File: src/hdl/ofs_fifo.sv
// Small synchronous queue with register storage.
// No dependencies; used for the job queue and the result queue.
`default_nettype none
module ofs_fifo #(
	parameter int WIDTH = 8,
	parameter int DEPTH_LOG2 = 2
) (
	input  wire logic             clk,
	input  wire logic             arst_n,
	input  wire logic             push,
	input  wire logic [WIDTH-1:0] wdata,
	output logic                  full,
	input  wire logic             pop,
	output logic [WIDTH-1:0]      rdata,
	output logic                  empty
);
	localparam int DEPTH = 2 ** DEPTH_LOG2;

	logic [WIDTH-1:0]    mem_q [DEPTH];
	logic [DEPTH_LOG2:0] wr_q;
	logic [DEPTH_LOG2:0] rd_q;

	assign empty = (wr_q == rd_q);
	assign full  = (wr_q[DEPTH_LOG2-1:0] == rd_q[DEPTH_LOG2-1:0]) &&
	               (wr_q[DEPTH_LOG2] != rd_q[DEPTH_LOG2]);
	assign rdata = mem_q[rd_q[DEPTH_LOG2-1:0]];

	always_ff @(posedge clk or negedge arst_n) begin
		if (!arst_n) begin
			wr_q <= '0;
			rd_q <= '0;
		end else begin
			if (push && !full) begin
				wr_q <= wr_q + 1'b1;
			end
			if (pop && !empty) begin
				rd_q <= rd_q + 1'b1;
			end
		end
	end

	always_ff @(posedge clk) begin
		if (push && !full) begin
			mem_q[wr_q[DEPTH_LOG2-1:0]] <= wdata;
		end
	end
endmodule
`default_nettype wire

File: config.mk
export PLATFORM = sky130hd
export DESIGN_NAME = ofs_fifo
export DESIGN_NICKNAME = d
export VERILOG_FILES = /design/src/hdl/ofs_fifo.sv
export SDC_FILE = /design/constraint.sdc
export NUM_CORES = 1
export LEC_CHECK = 0
export ABC_AREA = 1
export BUFFER_PORTS_ARGS = -buffer_cell sky130_fd_sc_hd__buf_2
export CAP_MARGIN = 20
export CORE_ASPECT_RATIO = 1.5
export CORE_MARGIN = 2
export CORE_UTILIZATION = 50
export CTS_CLUSTER_DIAMETER = 50
export CTS_CLUSTER_SIZE = 20
export DETAILED_ROUTE_END_ITERATION = 10
export GPL_TIMING_DRIVEN = 1
export PLACE_DENSITY_LB_ADDON = 0.25
export SYNTH_ARGS = -nofsm -noshare
export SYNTH_HDL_FRONTEND = slang
export SYNTH_SLANG_ARGS = --single-unit
File: constraint.sdc
create_clock -name clk -period 1.58 [get_ports clk]
set_input_delay 0.316 -clock clk [delete_from_list [all_inputs] [get_ports clk]]
set_output_delay 0.316 -clock clk [all_outputs]
set_load 0.1 [all_outputs]
==> results.ini, run 1 <==
[sta]
slew_violations=0
skew_ns=0.007219
slew-limit-headroom=0.7583
setup_tns_ns=-2.785
setup_slack_ns=-0.2325
rsz0062_at_grt=yes
timing_hold_violations_final=0
period_share=1.147
finalWorstPathRequiredPeriod_ns=1.812
worstMarginPinSlew_ns=0.3587
finalSetupViolCount=42
clock.fmax_mhz=551.7

[yosys]
avgSynthCellArea_um2=11.91
synth_edf_count=32
syn_nets=157
ys_seq_area_frac=0.6662
async_flop_share=0.1579
ys_ff_latch=38
synth_warnings=0
syn_area_um2=1668
synth.top_cells.by_area=edfxtp_1, dfrtp_1, nand2_1
yosysTopAreaCell=edfxtp_1
yosysTopAreaCellShare=0.5761
synth_cells=140
synthDistinctLibCells=19
ys.flop_type=edfxtp_1

[worst_setup_path]
start_kind=flip-flop
cp_max_fo=20
required_ns=1.26
worstSetupPathType=flip-flop to output port
arrival_ns=1.50
endpoint_kind=output port

[die]
fp.coreArea_um2=3159
start_util=0.5279
chipWidth_um=51.16
io_pins=22
die_h_um=74.74
dieArea_um2=3823
core.rowCount=25

[drt]
vias=1186
first_pass_iters=4
drtIter0Drc=29
avgViaCountPerCell=5.225
drc=0
wl_um=3605
ant_nets=0
wl_per_cell_um=15.88

[job]
maxCapViolations=0

[clock_tree]
htree_levels=2
cts_buffer_depth=2
cts_root_buffer=clkbuf_8
insertion_delay_ns=0.29
cts_tree=yes
cts_inserted_buffers=5
clk_pin_slew_ns=0.07
clock_sinks=38

[final_layout]
multiInputGateArea_um2=635.6
area_growth_syn_to_layout_pct=45.69
fillCellCount=190
seq_area_um2=1114
final_nets=203
mostFrequentLayoutCells=edfxtp_1, nand2_1, buf_12, buf_4, buf_2
utilization=0.7691
final_layout_size_suffix_gt1_frac=0.4278
diodes=0
final_cells=227
layout_commonest_cell=edfxtp_1

[grt]
grt_overflow_total=0
grt_pass1_wl_um=5754
grt_max_degree=21
antenna_found_initial=0
grt_pass1_vias=1303
grt_use_total=0.2191

[place]
port_buffers=21
pre_cts_ws_ns=-0.1865
detailed_place_hpwl_um=2408
gp_congestion=0.7770
placedCellCount=213

[hold_path]
hold_path.class=input pin to flip-flop

[run_status]
status=finished with violations
violations=negative setup slack

==> layer usage <==
metal	part of all wire	vias to the layer above	GRT usage
met4	0.038	0	0.1532
met1	0.35	577	0.2124
li1	-	573	-
met5	0	-	0
met3	0.028	9	0.04563
met2	0.58	27	0.4069
==> logic make-up (layout without fill, tap and decap cells) <==
kind of cell	Yosys count	in the layout	synth area share
xor+xnor	1	1	0.005252
buf+inv	17	64	0.05176
simple gates	55	55	0.1613
flops	38	38	0.6662
compound gates	24	24	0.07802
fa+ha+maj	5	5	0.03751
==> metrics by stage <==
step           hold slack (ns)  instance area [um^2]
2_1_floorplan          0.02041                  1831
3_3_place_gp            0.1517                  2236
3_5_place_dp            0.1570                  2236
4_1_cts                 0.2273                  2411
5_1_grt                 0.2338                  2430
6_report                0.2402                  2430
==> flip-flops by register name, summed over array words and instances, names as in the netlist <==
name   flops
mem_q     32
wr_q       3
rd_q       3
==> synth_stat cells, types with 2 or more instances <==
cell type and count:
buf_6 2, nand2_1 22, edfxtp_1 32, nand3_1 6, o21ai_0 16, nand2_4 4
inv_1 11, ha_1 5, o22ai_1 8, nor2_1 19, dfrtp_1 6, nand2_2 2
==> repair_timing <==
action	4_1_cts	5_1_grt
setup endpoints to repair	42	42
hold buffers	1	0
gates resized for setup	21	7
hold endpoints to repair	6	0
buffers inserted	5	0
pin swaps	0	3
==> worst paths after layout <==
path                               end  slack [ns]  cells after the start     start
setup / recovery              rdata[2]       -0.23                      6   rd_q[0]
hold / removal             mem_q[2][2]        0.24                      1  wdata[2]
setup reg to reg           mem_q[2][6]       -0.03                      8   rd_q[1]
hold reg to reg                wr_q[2]        0.54                      2   wr_q[2]
max in group asynchronous      wr_q[1]        1.02                      2    arst_n
min in group asynchronous      rd_q[0]        0.39                      2    arst_n
==> layout make-up <==
class                      instances  area share
clock buffer                       7     0.03141
clock inverter                     1    0.001545
inverter                          13     0.03141
multi-input combinational         85      0.2616
sequential                        38      0.4583
tap                               40     0.02060
timing repair buffer              43      0.1952
==> worst max-delay path: stages, from the launching register on <==
cell and delay, ns:
dfrtp_1 0.40, buf_12 0.17, inv_16 0.10, buf_12 0.12, nor2_4 0.04, o22ai_4 0.18
buf_12 0.20
Power of run 1 is left out: the tool's default activity adds up to more than one toggle a clock period on the data nets, which glitch-free logic cannot reach.
==> run 2: changes to the inputs <==
--- a/config.mk
+++ b/config.mk
@@ -8,7 +8,6 @@
 export ABC_AREA = 1
 export BUFFER_PORTS_ARGS = -buffer_cell sky130_fd_sc_hd__buf_2
 export CAP_MARGIN = 20
-export CORE_ASPECT_RATIO = 1.5
 export CORE_MARGIN = 2
 export CORE_UTILIZATION = 50
 export CTS_CLUSTER_DIAMETER = 50
@@ -16,6 +15,7 @@
 export DETAILED_ROUTE_END_ITERATION = 10
 export GPL_TIMING_DRIVEN = 1
 export PLACE_DENSITY_LB_ADDON = 0.25
+export SETUP_SLACK_MARGIN = 0.5
 export SYNTH_ARGS = -nofsm -noshare
 export SYNTH_HDL_FRONTEND = slang
 export SYNTH_SLANG_ARGS = --single-unit
==> constraint.sdc (replaced) <==
create_clock -name clk -period 1.52 [get_ports clk]
set_input_delay 0.304 -clock clk [delete_from_list [all_inputs] [get_ports clk]]
set_output_delay 0.304 -clock clk [all_outputs]
set_load 0.1 [all_outputs]
==> run 2 against run 1 <==
- first-iteration DRC count increased to 2.6 times the previous value
- non-clock buffer count increased by 4
- clock-buffer cell count decreased by 2
- critical endpoint is now rdata[0]
- worst setup slack got worse by 0.12 ns
- wire length increased by 16%
- design area increased by 8.8%
- highest routed layer unchanged
- the flow still finishes with violations (negative setup slack)
- via count increased by 5.1%
- sequential share of layout area decreased by 3.6 points
- register-to-register slack got worse by 0.04 ns
- hold slack got worse by 0.082 ns
- flip-flop and latch count unchanged
- final cell count increased by 4.0%
==> results.ini, run 2 (synthesized netlist as in run 1, its figures left out) <==
[sta]
clock.fmax_mhz=535.2
slew-limit-headroom=0.8207  ; +0.06236
rsz0062_at_grt=yes
skew_ns=0.01208  ; +0.004861 ns
finalSetupViolCount=42  ; unchanged
period_share=1.229
timing_hold_violations_final=0  ; unchanged
slew_violations=0  ; unchanged
worstMarginPinSlew_ns=0.2683  ; -0.09038 ns
setup_slack_ns=-0.3486  ; -0.1162 ns
finalWorstPathRequiredPeriod_ns=1.869
worst_hold_slack_ns=0.1586  ; -0.08158 ns

[clock_tree]
cts_root_buffer=clkbuf_4
htree_levels=2  ; unchanged
cts_tree=yes
clock_sinks=38  ; unchanged
cts_buffer_depth=2  ; unchanged
insertion_delay_ns=0.36  ; +0.07 ns
cts_inserted_buffers=5  ; unchanged
clk_pin_slew_ns=0.13  ; +0.06 ns

[grt]
grt_pass1_vias=1285  ; -1.4%
grt_overflow_total=0  ; unchanged
grt_pass1_wl_um=6624  ; +15%
grt_use_total=0.2640  ; +0.04486
antenna_found_initial=0  ; unchanged
grt_max_degree=13  ; -38%

[worst_setup_path]
crit_slowest_cell=dfrtp_2
endpoint_kind=output port
timing.rr.end=mem_q[2][3]
start_kind=flip-flop
path_buf_inv=4  ; unchanged
path_cells=buf_12 > buf_16 > buf_6 > nor2_4 > o22ai_4 > buf_12
r2r_slack_ns=-0.07  ; -0.04 ns
r2r-start=rd_q[0]
required_ns=1.22  ; -0.04 ns
crit_family=buffers and inverters
worstSetupPathType=flip-flop to output port
slowest_delay_ns=0.46  ; +0.06 ns
r2r_cells=8  ; unchanged
arrival_ns=1.56  ; +0.06 ns
path_common_cell=buf_12
cp_max_fo=8  ; -60%

[place]
detailed_place_hpwl_um=2489  ; +3.4%
gp_congestion=0.8276  ; +6.5%
pre_cts_ws_ns=-0.1518  ; +0.03478 ns
dpl-instance-area_um2=2242  ; +0.28%
port_buffers=21  ; unchanged
placedCellCount=216  ; +1.4%

[hold_path]
hold_path.class=input pin to flip-flop
min_from=wdata[6]
min_delay_path_depth=1  ; unchanged
whs_endpoint=mem_q[3][6]

[run_status]
status=finished with violations
violations=negative setup slack

[drt]
drtIter0Drc=76  ; +160%
wl_um=4188  ; +16%
drc=0  ; unchanged
ant_nets=0  ; unchanged
vias=1246  ; +5.1%
wl_per_cell_um=17.75  ; +12%
avgViaCountPerCell=5.280  ; +1.1%
first_pass_iters=4  ; unchanged

[final_layout]
fillCellCount=157  ; -17%
diodes=0  ; unchanged
design_area_um2=2643  ; +8.8%
mostFrequentLayoutCells=edfxtp_1, nand2_1, buf_12, buf_2, buf_4
layout_commonest_cell=edfxtp_1
final_cells=236  ; +4.0%
area_growth_syn_to_layout_pct=58.44
largest_reg_flops=32  ; unchanged
final_nets=208  ; +2.5%
final_layout_size_suffix_gt1_frac=0.5729  ; +0.1451

[die]
chipWidth_um=61.76  ; +21%
core.rowCount=20  ; -20%
fp.coreArea_um2=3103  ; -1.8%
start_util=0.5375  ; +0.009579
die_h_um=61.76  ; -17%
io_pins=22  ; unchanged
dieArea_um2=3814  ; -0.25%

[job]
maxCapViolations=0  ; unchanged

run 2: changes by cell type in the layout (fill, tap and decap cells not counted), sizes merged:
cell	delta
clkbuf	-2
clkinv	+2
inv	+1
buf	+4
run 2: per-stage QoR:
step | util | setup TNS, ns
3_3_place_gp | 0.7226 | 0
3_5_place_dp | 0.7226 | -0.4142
5_1_grt | 0.8516 | -6.881
2_1_floorplan | - | -0.8114
6_report | 0.8516 | -4.680
4_1_cts | 0.8415 | -4.934
run 2: how the worst max path moves through the flow:
stage	startpoint	to	slack (ns)	cells past startpoint
2_1_floorplan	rd_q[0]	rdata[0]	-0.10	5
3_3_place_gp	rd_q[0]	rdata[7]	0.01	4
3_5_place_dp	rd_q[0]	rdata[2]	-0.15	5
4_1_cts	rd_q[0]	rdata[6]	-0.33	5
5_1_grt	rd_q[0]	rdata[0]	-0.41	6
6_report	rd_q[0]	rdata[0]	-0.35	6
run 2: cell type report:
cell class,count,area [um^2],share of cell area
Clock inverter,3,16.27,0.006155
Inverter,13,85.08,0.03220
Clock buffer,5,37.54,0.01420
Multi-Input combinational cell,85,767.0,0.2902
Tap cell,44,55.05,0.02083
Timing Repair Buffer,47,555.5,0.2102
Timing Repair inverter,1,11.26,0.004261
Sequential cell,38,1115,0.4219
run 2: layer usage:
metal	wire [um]	GRT usage
met1	1669	0.3089
met2	2203	0.4571
met3	223	0.07039
met4	92	0.1155
met5	0	0
run 2: timing repair:
action                     4_1_cts  5_1_grt
hold buffers                     1        0
setup buffers                    7        1
setup endpoints to repair       48       48
resized for setup               62        9
hold endpoints to repair         6        0
gates cloned                     3        0
pin swaps                       11        3
Power of run 2 is left out for the same reason.
