--- src/hdl/ofs_pkg.sv ---
// Shared types, codes and arithmetic helpers for the offboard flight sequencer.
// No dependencies; used by ofs_front, ofs_back and the core.
`default_nettype none
package ofs_pkg;

	typedef enum logic [2:0] {
		OP_STATUS   = 3'd0,
		OP_POSITION = 3'd1,
		OP_COMMAND  = 3'd2,
		OP_SEQ_TICK = 3'd3,
		OP_SP_TICK  = 3'd4
	} opcode_t;

	typedef enum logic [2:0] {
		KIND_ARM      = 3'd0,
		KIND_OFFBOARD = 3'd1,
		KIND_TAKEOFF  = 3'd2,
		KIND_HOLD     = 3'd3,
		KIND_VELOCITY = 3'd4
	} kind_t;

	typedef enum logic [2:0] {
		PH_IDLE     = 3'd0,
		PH_ARMING   = 3'd1,
		PH_PREP     = 3'd2,
		PH_TAKEOFF  = 3'd3,
		PH_OFFBOARD = 3'd4
	} phase_t;

	typedef enum logic [1:0] {
		BK_IDLE  = 2'd0,
		BK_EMIT2 = 2'd1,
		BK_ROT   = 2'd2
	} back_state_t;

	typedef enum logic [1:0] {
		REG_TAKEOFF_ALT = 2'd0,
		REG_CMD_TIMEOUT = 2'd1,
		REG_ARM_SETTLE  = 2'd2,
		REG_PREP_TICKS  = 2'd3
	} reg_index_t;

	localparam logic [7:0]  ARMED_CODE   = 8'd2;
	localparam logic [16:0] SIN_A        = 17'd51472;
	localparam logic [15:0] SIN_B        = 16'd21024;
	localparam logic [11:0] SIN_C        = 12'd2320;
	localparam logic [15:0] QUARTER_TURN = 16'd16384;

	typedef struct packed {
		logic [2:0]         kind;
		logic               two;
		logic               vel;
		logic signed [23:0] n;
		logic signed [23:0] e;
		logic signed [23:0] d;
		logic signed [15:0] r;
		logic [15:0]        hdg;
	} job_t;

	typedef struct packed {
		logic [2:0]         kind;
		logic signed [23:0] n;
		logic signed [23:0] e;
		logic signed [23:0] d;
		logic signed [15:0] r;
		logic               last;
	} res_t;

	// Q15 to integer, ties away from zero.
	function automatic logic signed [23:0] round_q15(input logic signed [35:0] v);
		logic signed [35:0] a;
		logic signed [35:0] m;
		begin
			if (v >= 0) begin
				a = (v + 36'sd16384) >>> 15;
			end else begin
				m = -v;
				a = -((m + 36'sd16384) >>> 15);
			end
			round_q15 = a[23:0];
		end
	endfunction

endpackage
`default_nettype wire

--- src/hdl/ofs_front.sv ---
// Front end: configuration registers, event decode, flight sequence state.
// Depends on ofs_pkg; emits jobs for ofs_back through the job queue.
`default_nettype none
module ofs_front (
	input  wire logic               clk,
	input  wire logic               arst_n,
	input  wire logic               accept,
	input  wire logic [2:0]         opcode,
	input  wire logic               checks_pass,
	input  wire logic [7:0]         arming_code,
	input  wire logic signed [23:0] north_mm,
	input  wire logic signed [23:0] east_mm,
	input  wire logic signed [23:0] down_mm,
	input  wire logic signed [15:0] heading,
	input  wire logic signed [15:0] fwd_speed,
	input  wire logic signed [15:0] left_speed,
	input  wire logic signed [15:0] up_speed,
	input  wire logic signed [15:0] ccw_rate,
	input  wire logic               cfg_we,
	input  wire logic [3:0]         cfg_index,
	input  wire logic [16:0]        cfg_data,
	output logic                    job_push,
	output ofs_pkg::job_t           job
);
	logic [16:0] alt_q;
	logic [7:0]  timeout_q, settle_q, prep_q;

	ofs_pkg::phase_t    phase_q;
	logic [7:0]         cnt_q;
	logic               checks_q;
	logic [7:0]         armed_q;
	logic signed [23:0] pos_q [3];
	logic [15:0]        hdg_q;
	logic               known_q;
	logic signed [15:0] cmd_q [4];
	logic               seen_q;
	logic [7:0]         tsc_q;
	logic               active_q;
	logic               hcap_q;
	logic signed [23:0] hover_q [3];

	logic [7:0]         cnt_inc;
	logic [7:0]         tsc_inc;
	logic               fresh;
	logic               reached;
	logic signed [29:0] lhs, rhs;
	logic signed [24:0] neg_down;
	logic signed [23:0] tz;
	logic signed [16:0] neg_ccw;

	assign cnt_inc  = (cnt_q == 8'hFF) ? cnt_q : cnt_q + 8'd1;
	assign tsc_inc  = (tsc_q == 8'hFF) ? tsc_q : tsc_q + 8'd1;
	assign fresh    = seen_q && (tsc_q < timeout_q);
	assign neg_down = -{pos_q[2][23], pos_q[2]};
	assign lhs      = ({{5{neg_down[24]}}, neg_down} <<< 3) +
	                  ({{5{neg_down[24]}}, neg_down} <<< 1);
	assign rhs      = $signed({13'd0, alt_q}) * 30'sd9;
	assign reached  = (lhs >= rhs);
	assign tz       = -$signed({7'd0, alt_q});
	assign neg_ccw  = -{cmd_q[3][15], cmd_q[3]};

	always_comb begin
		job_push = 1'b0;
		job      = '0;
		if (accept) begin
			unique case (opcode)
				ofs_pkg::OP_SEQ_TICK: begin
					unique case (phase_q)
						ofs_pkg::PH_ARMING: begin
							job_push = 1'b1;
							job.kind = ofs_pkg::KIND_ARM;
						end
						ofs_pkg::PH_PREP: begin
							job_push = 1'b1;
							job.kind = ofs_pkg::KIND_TAKEOFF;
							job.d    = tz;
							job.two  = (cnt_inc >= prep_q);
						end
						ofs_pkg::PH_TAKEOFF: begin
							job_push = 1'b1;
							job.kind = ofs_pkg::KIND_TAKEOFF;
							job.d    = tz;
						end
						default: ;
					endcase
				end
				ofs_pkg::OP_SP_TICK: begin
					if (active_q && known_q) begin
						job_push = 1'b1;
						if (fresh) begin
							job.kind = ofs_pkg::KIND_VELOCITY;
							job.vel  = 1'b1;
							job.n    = {{8{cmd_q[0][15]}}, cmd_q[0]};
							job.e    = {{8{cmd_q[1][15]}}, cmd_q[1]};
							job.d    = -{{8{cmd_q[2][15]}}, cmd_q[2]};
							job.r    = (neg_ccw > 17'sd32767) ? 16'sd32767 : neg_ccw[15:0];
							job.hdg  = hdg_q;
						end else begin
							job.kind = ofs_pkg::KIND_HOLD;
							job.n    = hcap_q ? hover_q[0] : pos_q[0];
							job.e    = hcap_q ? hover_q[1] : pos_q[1];
							job.d    = hcap_q ? hover_q[2] : pos_q[2];
						end
					end
				end
				default: ;
			endcase
		end
	end

	always_ff @(posedge clk or negedge arst_n) begin
		if (!arst_n) begin
			alt_q     <= 17'd1500;
			timeout_q <= 8'd25;
			settle_q  <= 8'd10;
			prep_q    <= 8'd20;
			phase_q   <= ofs_pkg::PH_IDLE;
			cnt_q     <= '0;
			checks_q  <= 1'b0;
			armed_q   <= '0;
			pos_q     <= '{default: '0};
			hdg_q     <= '0;
			known_q   <= 1'b0;
			cmd_q     <= '{default: '0};
			seen_q    <= 1'b0;
			tsc_q     <= '0;
			active_q  <= 1'b0;
			hcap_q    <= 1'b0;
			hover_q   <= '{default: '0};
		end else begin
			if (cfg_we && cfg_index[3:2] == 2'd0) begin
				unique case (ofs_pkg::reg_index_t'(cfg_index[1:0]))
					ofs_pkg::REG_TAKEOFF_ALT: alt_q     <= cfg_data;
					ofs_pkg::REG_CMD_TIMEOUT: timeout_q <= cfg_data[7:0];
					ofs_pkg::REG_ARM_SETTLE:  settle_q  <= cfg_data[7:0];
					ofs_pkg::REG_PREP_TICKS:  prep_q    <= cfg_data[7:0];
					default: ;
				endcase
			end
			if (accept) begin
				unique case (opcode)
					ofs_pkg::OP_STATUS: begin
						checks_q <= checks_pass;
						armed_q  <= arming_code;
					end
					ofs_pkg::OP_POSITION: begin
						pos_q[0] <= north_mm;
						pos_q[1] <= east_mm;
						pos_q[2] <= down_mm;
						hdg_q    <= heading;
						known_q  <= 1'b1;
					end
					ofs_pkg::OP_COMMAND: begin
						cmd_q[0] <= fwd_speed;
						cmd_q[1] <= left_speed;
						cmd_q[2] <= up_speed;
						cmd_q[3] <= ccw_rate;
						seen_q   <= 1'b1;
						tsc_q    <= '0;
						hcap_q   <= 1'b0;
					end
					ofs_pkg::OP_SEQ_TICK: begin
						unique case (phase_q)
							ofs_pkg::PH_IDLE: begin
								if (checks_q) begin
									phase_q <= ofs_pkg::PH_ARMING;
									cnt_q   <= '0;
								end
							end
							ofs_pkg::PH_ARMING: begin
								if (!checks_q) begin
									phase_q <= ofs_pkg::PH_IDLE;
									cnt_q   <= cnt_inc;
								end else if (armed_q == ofs_pkg::ARMED_CODE &&
								             cnt_q > settle_q) begin
									phase_q <= ofs_pkg::PH_PREP;
									cnt_q   <= 8'd1;
								end else begin
									cnt_q <= cnt_inc;
								end
							end
							ofs_pkg::PH_PREP: begin
								if (cnt_inc >= prep_q) begin
									phase_q <= ofs_pkg::PH_TAKEOFF;
									cnt_q   <= '0;
								end else begin
									cnt_q <= cnt_inc;
								end
							end
							ofs_pkg::PH_TAKEOFF: begin
								if (reached) begin
									phase_q  <= ofs_pkg::PH_OFFBOARD;
									active_q <= 1'b1;
									hover_q  <= pos_q;
								end
							end
							ofs_pkg::PH_OFFBOARD: begin
								if (!checks_q || armed_q != ofs_pkg::ARMED_CODE) begin
									phase_q  <= ofs_pkg::PH_IDLE;
									active_q <= 1'b0;
								end
							end
							default: ;
						endcase
					end
					ofs_pkg::OP_SP_TICK: begin
						tsc_q <= tsc_inc;
						if (active_q && known_q && !fresh && !hcap_q) begin
							hcap_q  <= 1'b1;
							hover_q <= pos_q;
						end
					end
					default: ;
				endcase
			end
		end
	end
endmodule
`default_nettype wire

--- config.mk ---
export PLATFORM = sky130hd
export DESIGN_NAME = ofs_front
export DESIGN_NICKNAME = d
export VERILOG_FILES = /design/src/hdl/ofs_pkg.sv /design/src/hdl/ofs_front.sv
export SDC_FILE = /design/constraint.sdc
export NUM_CORES = 1
export LEC_CHECK = 0
export ABC_AREA = 1
export BUFFER_PORTS_ARGS = -buffer_cell sky130_fd_sc_hd__buf_2
export CORE_AREA = 2 2 220 222
export CTS_CLUSTER_DIAMETER = 120
export DETAILED_ROUTE_END_ITERATION = 10
export DIE_AREA = 0 0 222 224
export PLACE_DENSITY_LB_ADDON = 0.25
export SLEW_MARGIN = 20
export SYNTH_ARGS = -nofsm -noshare
export SYNTH_HDL_FRONTEND = slang
export SYNTH_SLANG_ARGS = --single-unit
export TNS_END_PERCENT = 30
--- constraint.sdc ---
create_clock -name clk -period 6.9 [get_ports clk]
set_input_delay 0.69 -clock clk [delete_from_list [all_inputs] [get_ports clk]]
set_output_delay 0.69 -clock clk [all_outputs]
set_load 0.03 [all_outputs]
==> impl_metrics.yaml, run 1 <==
critical_path:
  r2r_setup_slack_ns: 1.19
  crit_path_top_delay_cell: "nand2_8"
  end_kind: "flip-flop"
  path_class: "flip-flop to flip-flop"
  crit_buf_inv: 2
  crit_top_cell: "nand2_1"
  worstPathRequired_ns: 7.35
  cpPeakStageDelay_ns: 0.71
  cp.arrival_ns: 6.16
  startpoint_type: "flip-flop"
  critical_path_peak_fanout: 73
  cpLargestDelayFamily: "simple AND/OR/NAND/NOR gates"
timing:
  rsz0062_at_grt: "false"
  setup_tns_ns: 0
  finalClockSkew_ns: 0.0290
  max_slew_margin: 0.303
  setup_slack_ns: 1.19
  setup_viol: 0
  worst_pin_slew_ns: 1.04
  period_needed_ns: 5.71
  fin_crit_sh: 0.827
  fmax_mhz: 175
  hold_viol: 0
  slew_viol_final: 0
global_routing:
  grt_overflow: 0
  globalRouteTotalUtil: 0.232
  first_global_vias: 17000
  grt_pass1_wl_mm: 91.2
  grt_antenna_before_repair: 18
  grt_max_degree: 110
routing:
  via_per_inst: 5.16
  drt_first_pass_iters: 6
  num_vias: 17000
  drc: 0
  ant_nets: 0
  drtIter0Drc: 995
  wl_mm: 57.9
  wl_per_cell_um: 17.6
clock_network:
  root_buffer: "clkbuf_16"
  post_cts_buffers: 0
  clkSlewWorstSetupHoldPaths_ns: 0.06
  clock_sinks: 297
  clk_path_buf_depth: 3
  cts_resized: 0
  hold_buffers: 0
  tritoncts: "yes"
  h-tree-depth: 2
  numCtsBuffers: 36
  clock_latency_ns: 0.53
synth:
  syn_avg_cell_area_um2: 7.82
  ys_seq_area_frac: 0.399
  synth_area_mm2: 0.0187
  synth_common_cells: "nand2_1, dfrtp_1, inv_1"
  yosys.area.top_type_share: 0.379
  synth_ff_type: "dfrtp_1"
  ys_async_sr_fraction: 1.00
  synth_cells: 2390
  synth_cell_types: 56
  synth-seq-cells: 297
  synth_edf_count: 0
  synth.most_common_cell: "nand2_1"
  synthTopCellsByArea: "dfrtp_1, nand2_1, ha_1"
  syn-num-nets: 2676
  ys_warn_count: 0
  synth_top_cell_by_area: "dfrtp_1"
power_and_ir_drop:
  sw_frac_of_total: 0.371
  seqPwrFrac: 0.370
  vdd_drop_max_v: 0.000181
  p_per_area_mw_per_mm2: 310
  pwr-share-clk: 0.291
  power.leakage_uw: 0.0112
  switching_power_uw: 2510
  p_comb_frac: 0.339
  cell_internal_pwr_uw: 4250
place:
  hpwlAfterDp_mm: 43.1
  dp_slack_ns: 1.23
  finalWeightedCongestion: 0.925
  port_buffers: 298
floorplanning:
  core_area_mm2: 0.0473
  die-area_mm2: 0.0497
  rows: 80
  die_x_um: 222
  pin_count: 299
  start_util: 0.395
  die_h_um: 224
flow_run:
  maxCapViolations: 0
finish:
  final_util: 0.461
  nNetsFinal: 2934
  drive_gt1_frac: 0.220
  area_delta_synth_final_pct: 16.9
worst_hold_path:
  min_path_type: "primary input to async pin"
outcome:
  status: "complete, no violations"
-- registers in the layout, summed over array words and instances (netlist names), 3 cells and up --
signal     flops
hover_q       72
alt_q         17
settle_q       8
armed_q        8
cnt_q          8
cmd_q         64
pos_q         72
timeout_q      8
tsc_q          8
phase_q        3
prep_q         8
hdg_q         16
-- path summary, 6_finish.rpt --
check                      cells past startpoint                 endpoint                  from
max                                           32  hover_q[60]$_DFFE_PN0P_  pos_q[0]$_DFFE_PN0P_
min                                            1     alt_q[9]$_DFFE_PN0P_                arst_n
max reg2reg                                   32  hover_q[60]$_DFFE_PN0P_  pos_q[0]$_DFFE_PN0P_
min reg2reg                                    2      known_q$_DFFE_PN0P_   known_q$_DFFE_PN0P_
max in group asynchronous                      2     hdg_q[4]$_DFFE_PN0P_                arst_n
min in group clk                               3    cmd_q[28]$_DFFE_PN0P_          up_speed[12]
-- per-layer routing --
layer  wire length, µm  track usage
met5               131            0
met4              2460        0.104
met3              3570       0.0542
met2             27300        0.388
met1             24500        0.285
-- worst register-to-register path: cells and delay by family (launching register included) --
kind	cells	cell delay, ns
and+or+nand+nor	20	2.88
DFF	1	0.42
AOI/OAI and AO/OA	5	0.90
buffers and inverters	2	0.22
xor gates and xnor gates	2	0.32
adders and majority gates	3	0.91
-- cell families (layout without fill, tap and decap cells) --
group                      Yosys count  after routing  share of synthesized area
other                                0              7                          0
AOI/OAI and AO/OA                  368            368                      0.110
adders and majority gates           97             97                     0.0657
buffers and inverters              331            613                     0.0745
and+or+nand+nor                   1152           1152                      0.274
muxes                               88             88                     0.0510
DFF                                297            297                      0.399
xor gates and xnor gates            57             57                     0.0267
-- power by group through the flow --
stage	clock network [µW]	logic (µW)	registers, µW
2_1_floorplan	0	1710	2420
3_3_place_gp	0	2230	2510
3_5_place_dp	0	2290	2520
4_1_cts	2010	2300	2500
5_1_grt	2080	2640	2560
6_report	1970	2290	2500
-- area by class of cell --
class	instances	area [µm²]
clock buffer	50	1050
inverter	243	912
clock inverter	12	169
sequential	297	7450
antenna	7	17.5
fill	4723	25500
multi-input combinational	1762	9890
timing repair buffer	308	1580
tap	615	769
-- cells in the final DEF, fill, tap and decap left out, types with 46 or more instances in the layout --
cell type and n:
nor2_1 214, buf_2 297, a21oi_1 154, xor2_1 46, mux2_2 58, ha_1 95
inv_1 231, nand2_2 94, dfrtp_1 282, nand3_1 168, nand2_1 578, o21ai_0 134
-- per-stage QoR --
step | instance area [µm²] | power, µW | hold WS, ns | instances
2_1_floorplan | 18700 | 4130 | 0.394 | 2390
4_1_cts | 21800 | 6810 | 0.205 | 3287
3_3_place_gp | 20600 | 4740 | 0.447 | 3225
5_1_grt | 21800 | 7280 | 0.224 | 3292
3_5_place_dp | 20600 | 4810 | 0.453 | 3225
6_report | 21800 | 6760 | 0.136 | 3294
No activity file was read; power rests on OpenSTA's default activity.
==> inputs of run 2 (changes only) <==
==> constraint.sdc (replaced) <==
create_clock -name clk -period 5.65 [get_ports clk]
set_input_delay 0.565 -clock clk [delete_from_list [all_inputs] [get_ports clk]]
set_output_delay 0.565 -clock clk [all_outputs]
set_load 0.03 [all_outputs]
==> run 2 against run 1 <==
  * Sequential share of layout area shrank 0.10 points
  * Routed wire length grew 0.97%
  * Non-clock buffer count grew 12
  * Combinational power grew 24%
  * Maximum frequency grew 9.5%
  * Cell count grew 0.52%
  * Critical path type unchanged
  * Critical endpoint is now hover_q[13]$_DFFE_PN0P_
==> impl_metrics.yaml, run 2 (same netlist as run 1, synthesis figures left out) <==
outcome:
  status: "complete, no violations"
timing:
  worst_pin_slew_ns: 1.02
  slew_viol_final: 0
  fmax_mhz: 192
  rsz0062_at_grt: "false"
  fin_crit_sh: 0.923
  max_slew_margin: 0.320
  hold_viol: 0
  period_needed_ns: 5.21
  setup_tns_ns: 0
  finalClockSkew_ns: 0.0205
  setup_viol: 0
routing:
  num_vias: 17000
  drt_first_pass_iters: 7
  wl_per_cell_um: 17.7
  via_per_inst: 5.13
  wl_mm: 58.5
  drtIter0Drc: 1098
  ant_nets: 0
  drc: 0
finish:
  final_common_cell: "nand2_1"
  layout.cells.non_filler: 3311
  nNetsFinal: 2947
  final-seq-area_mm2: 0.00745
  fill_cells: 4733
  drive_gt1_frac: 0.223
  area_delta_synth_final_pct: 17.2
  multi_input_area_mm2: 0.00992
  reg_top3: "hover_q (72), pos_q (72), cmd_q (64)"
  final_cell_mix: "nand2_1, buf_2, dfrtp_1"
critical_path:
  crit_path_top_delay_cell: "dfrtp_1"
  end_kind: "flip-flop"
  critical_path_peak_fanout: 14
  ff2ff_path_depth: 35
  timing.rr.start: "pos_q[0]$_DFFE_PN0P_"
  worstPathRequired_ns: 6.10
  startpoint_type: "flip-flop"
  cp.arrival_ns: 5.67
  r2r_setup_slack_ns: 0.44
  timing.rr.end: "hover_q[13]$_DFFE_PN0P_"
  crit_top_cell: "nand2_1"
  path_class: "flip-flop to flip-flop"
  cpPeakStageDelay_ns: 0.45
clock_network:
  tritoncts: "yes"
  numCtsBuffers: 35
  clkSlewWorstSetupHoldPaths_ns: 0.06
  clock_sinks: 297
  clock_latency_ns: 0.53
  root_buffer: "clkbuf_16"
  clk_path_buf_depth: 3
  h-tree-depth: 2
worst_hold_path:
  holdCritStartpoint: "fwd_speed[5]"
  worstHoldPathCells: 3
  min_path_type: "primary input to flip-flop"
  worstHoldEndpoint: "cmd_q[53]$_DFFE_PN0P_"
floorplanning:
  core_area_mm2: 0.0473
  start_util: 0.395
  pin_count: 299
  die-area_mm2: 0.0497
  rows: 80
  die_h_um: 224
  die_x_um: 222
power_and_ir_drop:
  finalPower_uw: 8060
  power.leakage_uw: 0.0113
  vdd_drop_max_v: 0.000229
  p_per_area_mw_per_mm2: 368
global_routing:
  grt_max_degree: 113
  globalRouteTotalUtil: 0.231
  grt_antenna_before_repair: 17
  first_global_vias: 16700
  grt_overflow: 0
  grt_pass1_wl_mm: 91.2
place:
  place_inst: 3229
  finalWeightedCongestion: 0.935
  hpwlAfterDp_mm: 43.3
  port_buffers: 298
flow_run:
  maxCapViolations: 0
## run 2: cell count changes in the layout (fill, tap and decap cells not counted), moves of 2 or more
cell       change
nand2_4        +2
diode_2        +2
inv_6          +3
clkinv_2       +5
clkbuf_1       +4
buf_12         +3
clkbuf_8       -4
buf_4          +5
bufinv_16      -3
## run 2: worst max path at each step
| stage | startpoint | endpoint | slack [ns] | cells after the start |
|---|---|---|---|---|
| 3_3_place_gp | pos_q[0]$_DFFE_PN0P_ | hover_q[18]$_DFFE_PN0P_ | 0.37 | 35 |
| 6_report | pos_q[0]$_DFFE_PN0P_ | hover_q[13]$_DFFE_PN0P_ | 0.44 | 35 |
| 3_5_place_dp | pos_q[0]$_DFFE_PN0P_ | hover_q[18]$_DFFE_PN0P_ | 0.22 | 35 |
| 4_1_cts | pos_q[0]$_DFFE_PN0P_ | hover_q[19]$_DFFE_PN0P_ | 0.20 | 35 |
| 5_1_grt | pos_q[0]$_DFFE_PN0P_ | hover_q[40]$_DFFE_PN0P_ | 0.02 | 34 |
| 2_1_floorplan | pos_q[0]$_DFFE_PN0P_ | hover_q[0]$_DFFE_PN0P_ | 1.29 | 35 |
## run 2: critical path, delay by kind of cell (launching register included)
kind,cells,cell delay [ns]
and+or+nand+nor,22,2.31
AOI/OAI and AO/OA,4,0.67
xor gates and xnor gates,2,0.32
adders and majority gates,3,0.87
buffers and inverters,4,0.49
DFF,1,0.45
## run 2: routing by layer
metal	GRT usage	wire, µm
met4	0.109	2640
met1	0.291	25200
met2	0.379	27200
met5	0	137
met3	0.0519	3360
## run 2: timing repair
item	in CTS	in global routing
gates resized for setup	0	7
endpoints found under the hold margin	3	0
setup buffers	0	6
endpoints found under the setup margin	0	72
hold buffers	1	0
## run 2: per-stage QoR
stage	setup slack [ns]	util	hold slack (ns)	instance area (µm²)
finish	0.437	0.463	0.235	21900
floorplan	1.29	-	0.269	18700
global placement	0.373	0.437	0.450	20700
CTS	0.204	0.460	0.212	21800
detailed placement	0.223	0.437	0.452	20700
global route	0.0238	0.463	0.225	21900
## run 2: area by class of cell
class	instances	share of cell area
clock inverters	15	0.00520
flip-flops and latches	297	0.340
well taps	615	0.0351
multi-input cells	1764	0.453
clock buffers	48	0.0440
inverters	243	0.0417
repair buffers	320	0.0800
diodes	9	0.00103
## run 2: report_power, final
group	switching, µW	total, µW	leakage [µW]	internal (µW)
combinational	1740	2830	0.00714	1080
sequential	421	3060	0.00358	2640
clock	926	2170	0.000538	1250
==> inputs of run 3 (changes only) <==
--- a/config.mk
+++ b/config.mk
@@ -11,6 +11,7 @@
 export CTS_CLUSTER_DIAMETER = 120
 export DETAILED_ROUTE_END_ITERATION = 10
 export DIE_AREA = 0 0 222 224
+export GPL_TIMING_DRIVEN = 0
 export PLACE_DENSITY_LB_ADDON = 0.25
 export SLEW_MARGIN = 20
 export SYNTH_ARGS = -nofsm -noshare
==> run 3 against run 2 <==
  * Sequential share of layout area fell by 0.62 points
  * Via count rose by 2.9%
  * Die area unchanged
  * Critical path type unchanged
==> impl_metrics.yaml, run 3 (same netlist as run 1, synthesis figures left out) <==
timing:
  holdWs_ns: 0.246
  max_slew_margin: 0.351
  setup_viol: 0
  finalClockSkew_ns: 0.0153
  fmax_mhz: 195
  period_needed_ns: 5.13
  fin_crit_sh: 0.908
  setup_slack_ns: 0.517
  slew_viol_final: 0
  setup_tns_ns: 0
  rsz0062_at_grt: "false"
  worst_pin_slew_ns: 0.974
  hold_viol: 0
floorplanning:
  rows: 80
  pin_count: 299
  die-area_mm2: 0.0497
  die_h_um: 224
  core_area_mm2: 0.0473
  die_x_um: 222
  start_util: 0.395
worst_hold_path:
  min_path_type: "primary input to flip-flop"
  worstHoldPathCells: 3
  worstHoldEndpoint: "cmd_q[54]$_DFFE_PN0P_"
  holdCritStartpoint: "fwd_speed[6]"
global_routing:
  grt_antenna_before_repair: 22
  grt_overflow: 0
  globalRouteTotalUtil: 0.243
  first_global_vias: 17500
  grt_pass1_wl_mm: 95.3
  grt_max_degree: 91
routing:
  wl_mm: 60.6
  drtIter0Drc: 1155
  ant_nets: 0
  drt_first_pass_iters: 6
  wl_per_cell_um: 17.9
  num_vias: 17500
  via_per_inst: 5.17
  drc: 0
flow_run:
  maxCapViolations: 0
power_and_ir_drop:
  p_comb_frac: 0.341
  cell_internal_pwr_uw: 5180
  finalPower_uw: 8250
  seqPwrFrac: 0.371
  p_per_area_mw_per_mm2: 370
  sw_frac_of_total: 0.372
  power.leakage_uw: 0.0114
  vdd_drop_max_v: 0.000229
  switching_power_uw: 3070
  pwr-share-clk: 0.288
clock_network:
  tritoncts: "yes"
  clock_latency_ns: 0.52
  clkSlewWorstSetupHoldPaths_ns: 0.06
  root_buffer: "clkbuf_16"
  numCtsBuffers: 35
  clock_sinks: 297
  clk_path_buf_depth: 3
  h-tree-depth: 2
place:
  hpwlAfterDp_mm: 47.7
  port_buffers: 298
  finalWeightedCongestion: 0.959
  dp_slack_ns: 0.260
  place_inst: 3306
critical_path:
  crit_top_cell: "nand2_1"
  path_class: "flip-flop to flip-flop"
  crit_path_top_delay_cell: "dfrtp_2"
  end_kind: "flip-flop"
  ff2ff_path_depth: 35
  cp.arrival_ns: 5.58
  r2r_setup_slack_ns: 0.52
  startpoint_type: "flip-flop"
  critical_path_peak_fanout: 10
  worstPathRequired_ns: 6.10
  timing.rr.end: "hover_q[5]$_DFFE_PN0P_"
  timing.rr.start: "pos_q[0]$_DFFE_PN0P_"
  cpPeakStageDelay_ns: 0.49
finish:
  reg_top3: "hover_q (72), pos_q (72), cmd_q (64)"
  fill_cells: 4741
  final-seq-area_mm2: 0.00745
  layout.cells.non_filler: 3381
  multi_input_area_mm2: 0.00985
  area_delta_synth_final_pct: 19.4
  final_cell_mix: "nand2_1, buf_2, dfrtp_1"
  final_common_cell: "nand2_1"
  nNetsFinal: 3018
  drive_gt1_frac: 0.215
outcome:
  status: "complete, no violations"
==> run 3: layer usage <==
| metal | routed length [µm] | global-route usage | share of wire | up-vias |
|---|---|---|---|---|
| met2 | 29400 | 0.424 | 0.49 | 524 |
| met3 | 3970 | 0.0533 | 0.066 | 124 |
| met4 | 2060 | 0.0924 | 0.034 | 28 |
| met5 | 173 | 0 | 0.0029 | - |
| met1 | 25000 | 0.295 | 0.41 | 8270 |
| li1 | - | - | - | 8528 |
==> run 3: timing repair <==
action | 4_1_cts | 5_1_grt
buffers inserted | 0 | 3
hold buffers | 1 | 0
resized for setup | 0 | 3
endpoints found under the setup margin | 0 | 76
hold endpoints to repair | 16 | 0
==> run 3: through the flow <==
stage	cell area, µm²	util
after floorplan	18700	-
after global placement	20900	0.442
after detailed placement	21000	0.444
after CTS	22300	0.470
after global routing	22300	0.471
final	22300	0.471
==> run 3: worst max-delay path by stage <==
stage                         startpoint                      end  slack [ns]  depth (start not counted)
floorplan           pos_q[0]$_DFFE_PN0P_   hover_q[0]$_DFFE_PN0P_        1.29                         35
global placement                  arst_n    cmd_q[58]$_DFFE_PN0P_       -1.73                          1
detailed placement  pos_q[0]$_DFFE_PN0P_  hover_q[22]$_DFFE_PN0P_        0.26                         35
CTS                 pos_q[0]$_DFFE_PN0P_  hover_q[40]$_DFFE_PN0P_        0.22                         35
global route        pos_q[0]$_DFFE_PN0P_   hover_q[5]$_DFFE_PN0P_        0.09                         35
finish              pos_q[0]$_DFFE_PN0P_   hover_q[5]$_DFFE_PN0P_        0.52                         35
==> run 3: layout make-up <==
type | instances | share of cell area
multi-input combinational | 1762 | 0.442
sequential | 297 | 0.334
timing repair buffer | 305 | 0.0725
clock buffer | 53 | 0.0482
inverter | 243 | 0.0410
tap | 615 | 0.0345
buffer | 88 | 0.0215
clock inverter | 10 | 0.00589
antenna | 8 | 0.000897
==> run 3: critical path: cells and delay by family (launching register included) <==
| kind | cells | cell delay (ns) |
|---|---|---|
| DFF | 1 | 0.49 |
| AOI/OAI and AO/OA | 4 | 0.60 |
| and+or+nand+nor | 22 | 2.23 |
| buffers and inverters | 4 | 0.45 |
| adders and majority gates | 3 | 0.92 |
| xor gates and xnor gates | 2 | 0.35 |
==> run 3: power groups by stage <==
stage / Sequential [µW] / Combinational, µW / Clock [µW]
after floorplan: 2950 / 2090 / 0
after global placement: 3060 / 2730 / 0
after detailed placement: 3080 / 2810 / 0
after CTS: 3050 / 2830 / 2420
after global routing: 3130 / 3220 / 2510
final: 3060 / 2810 / 2370
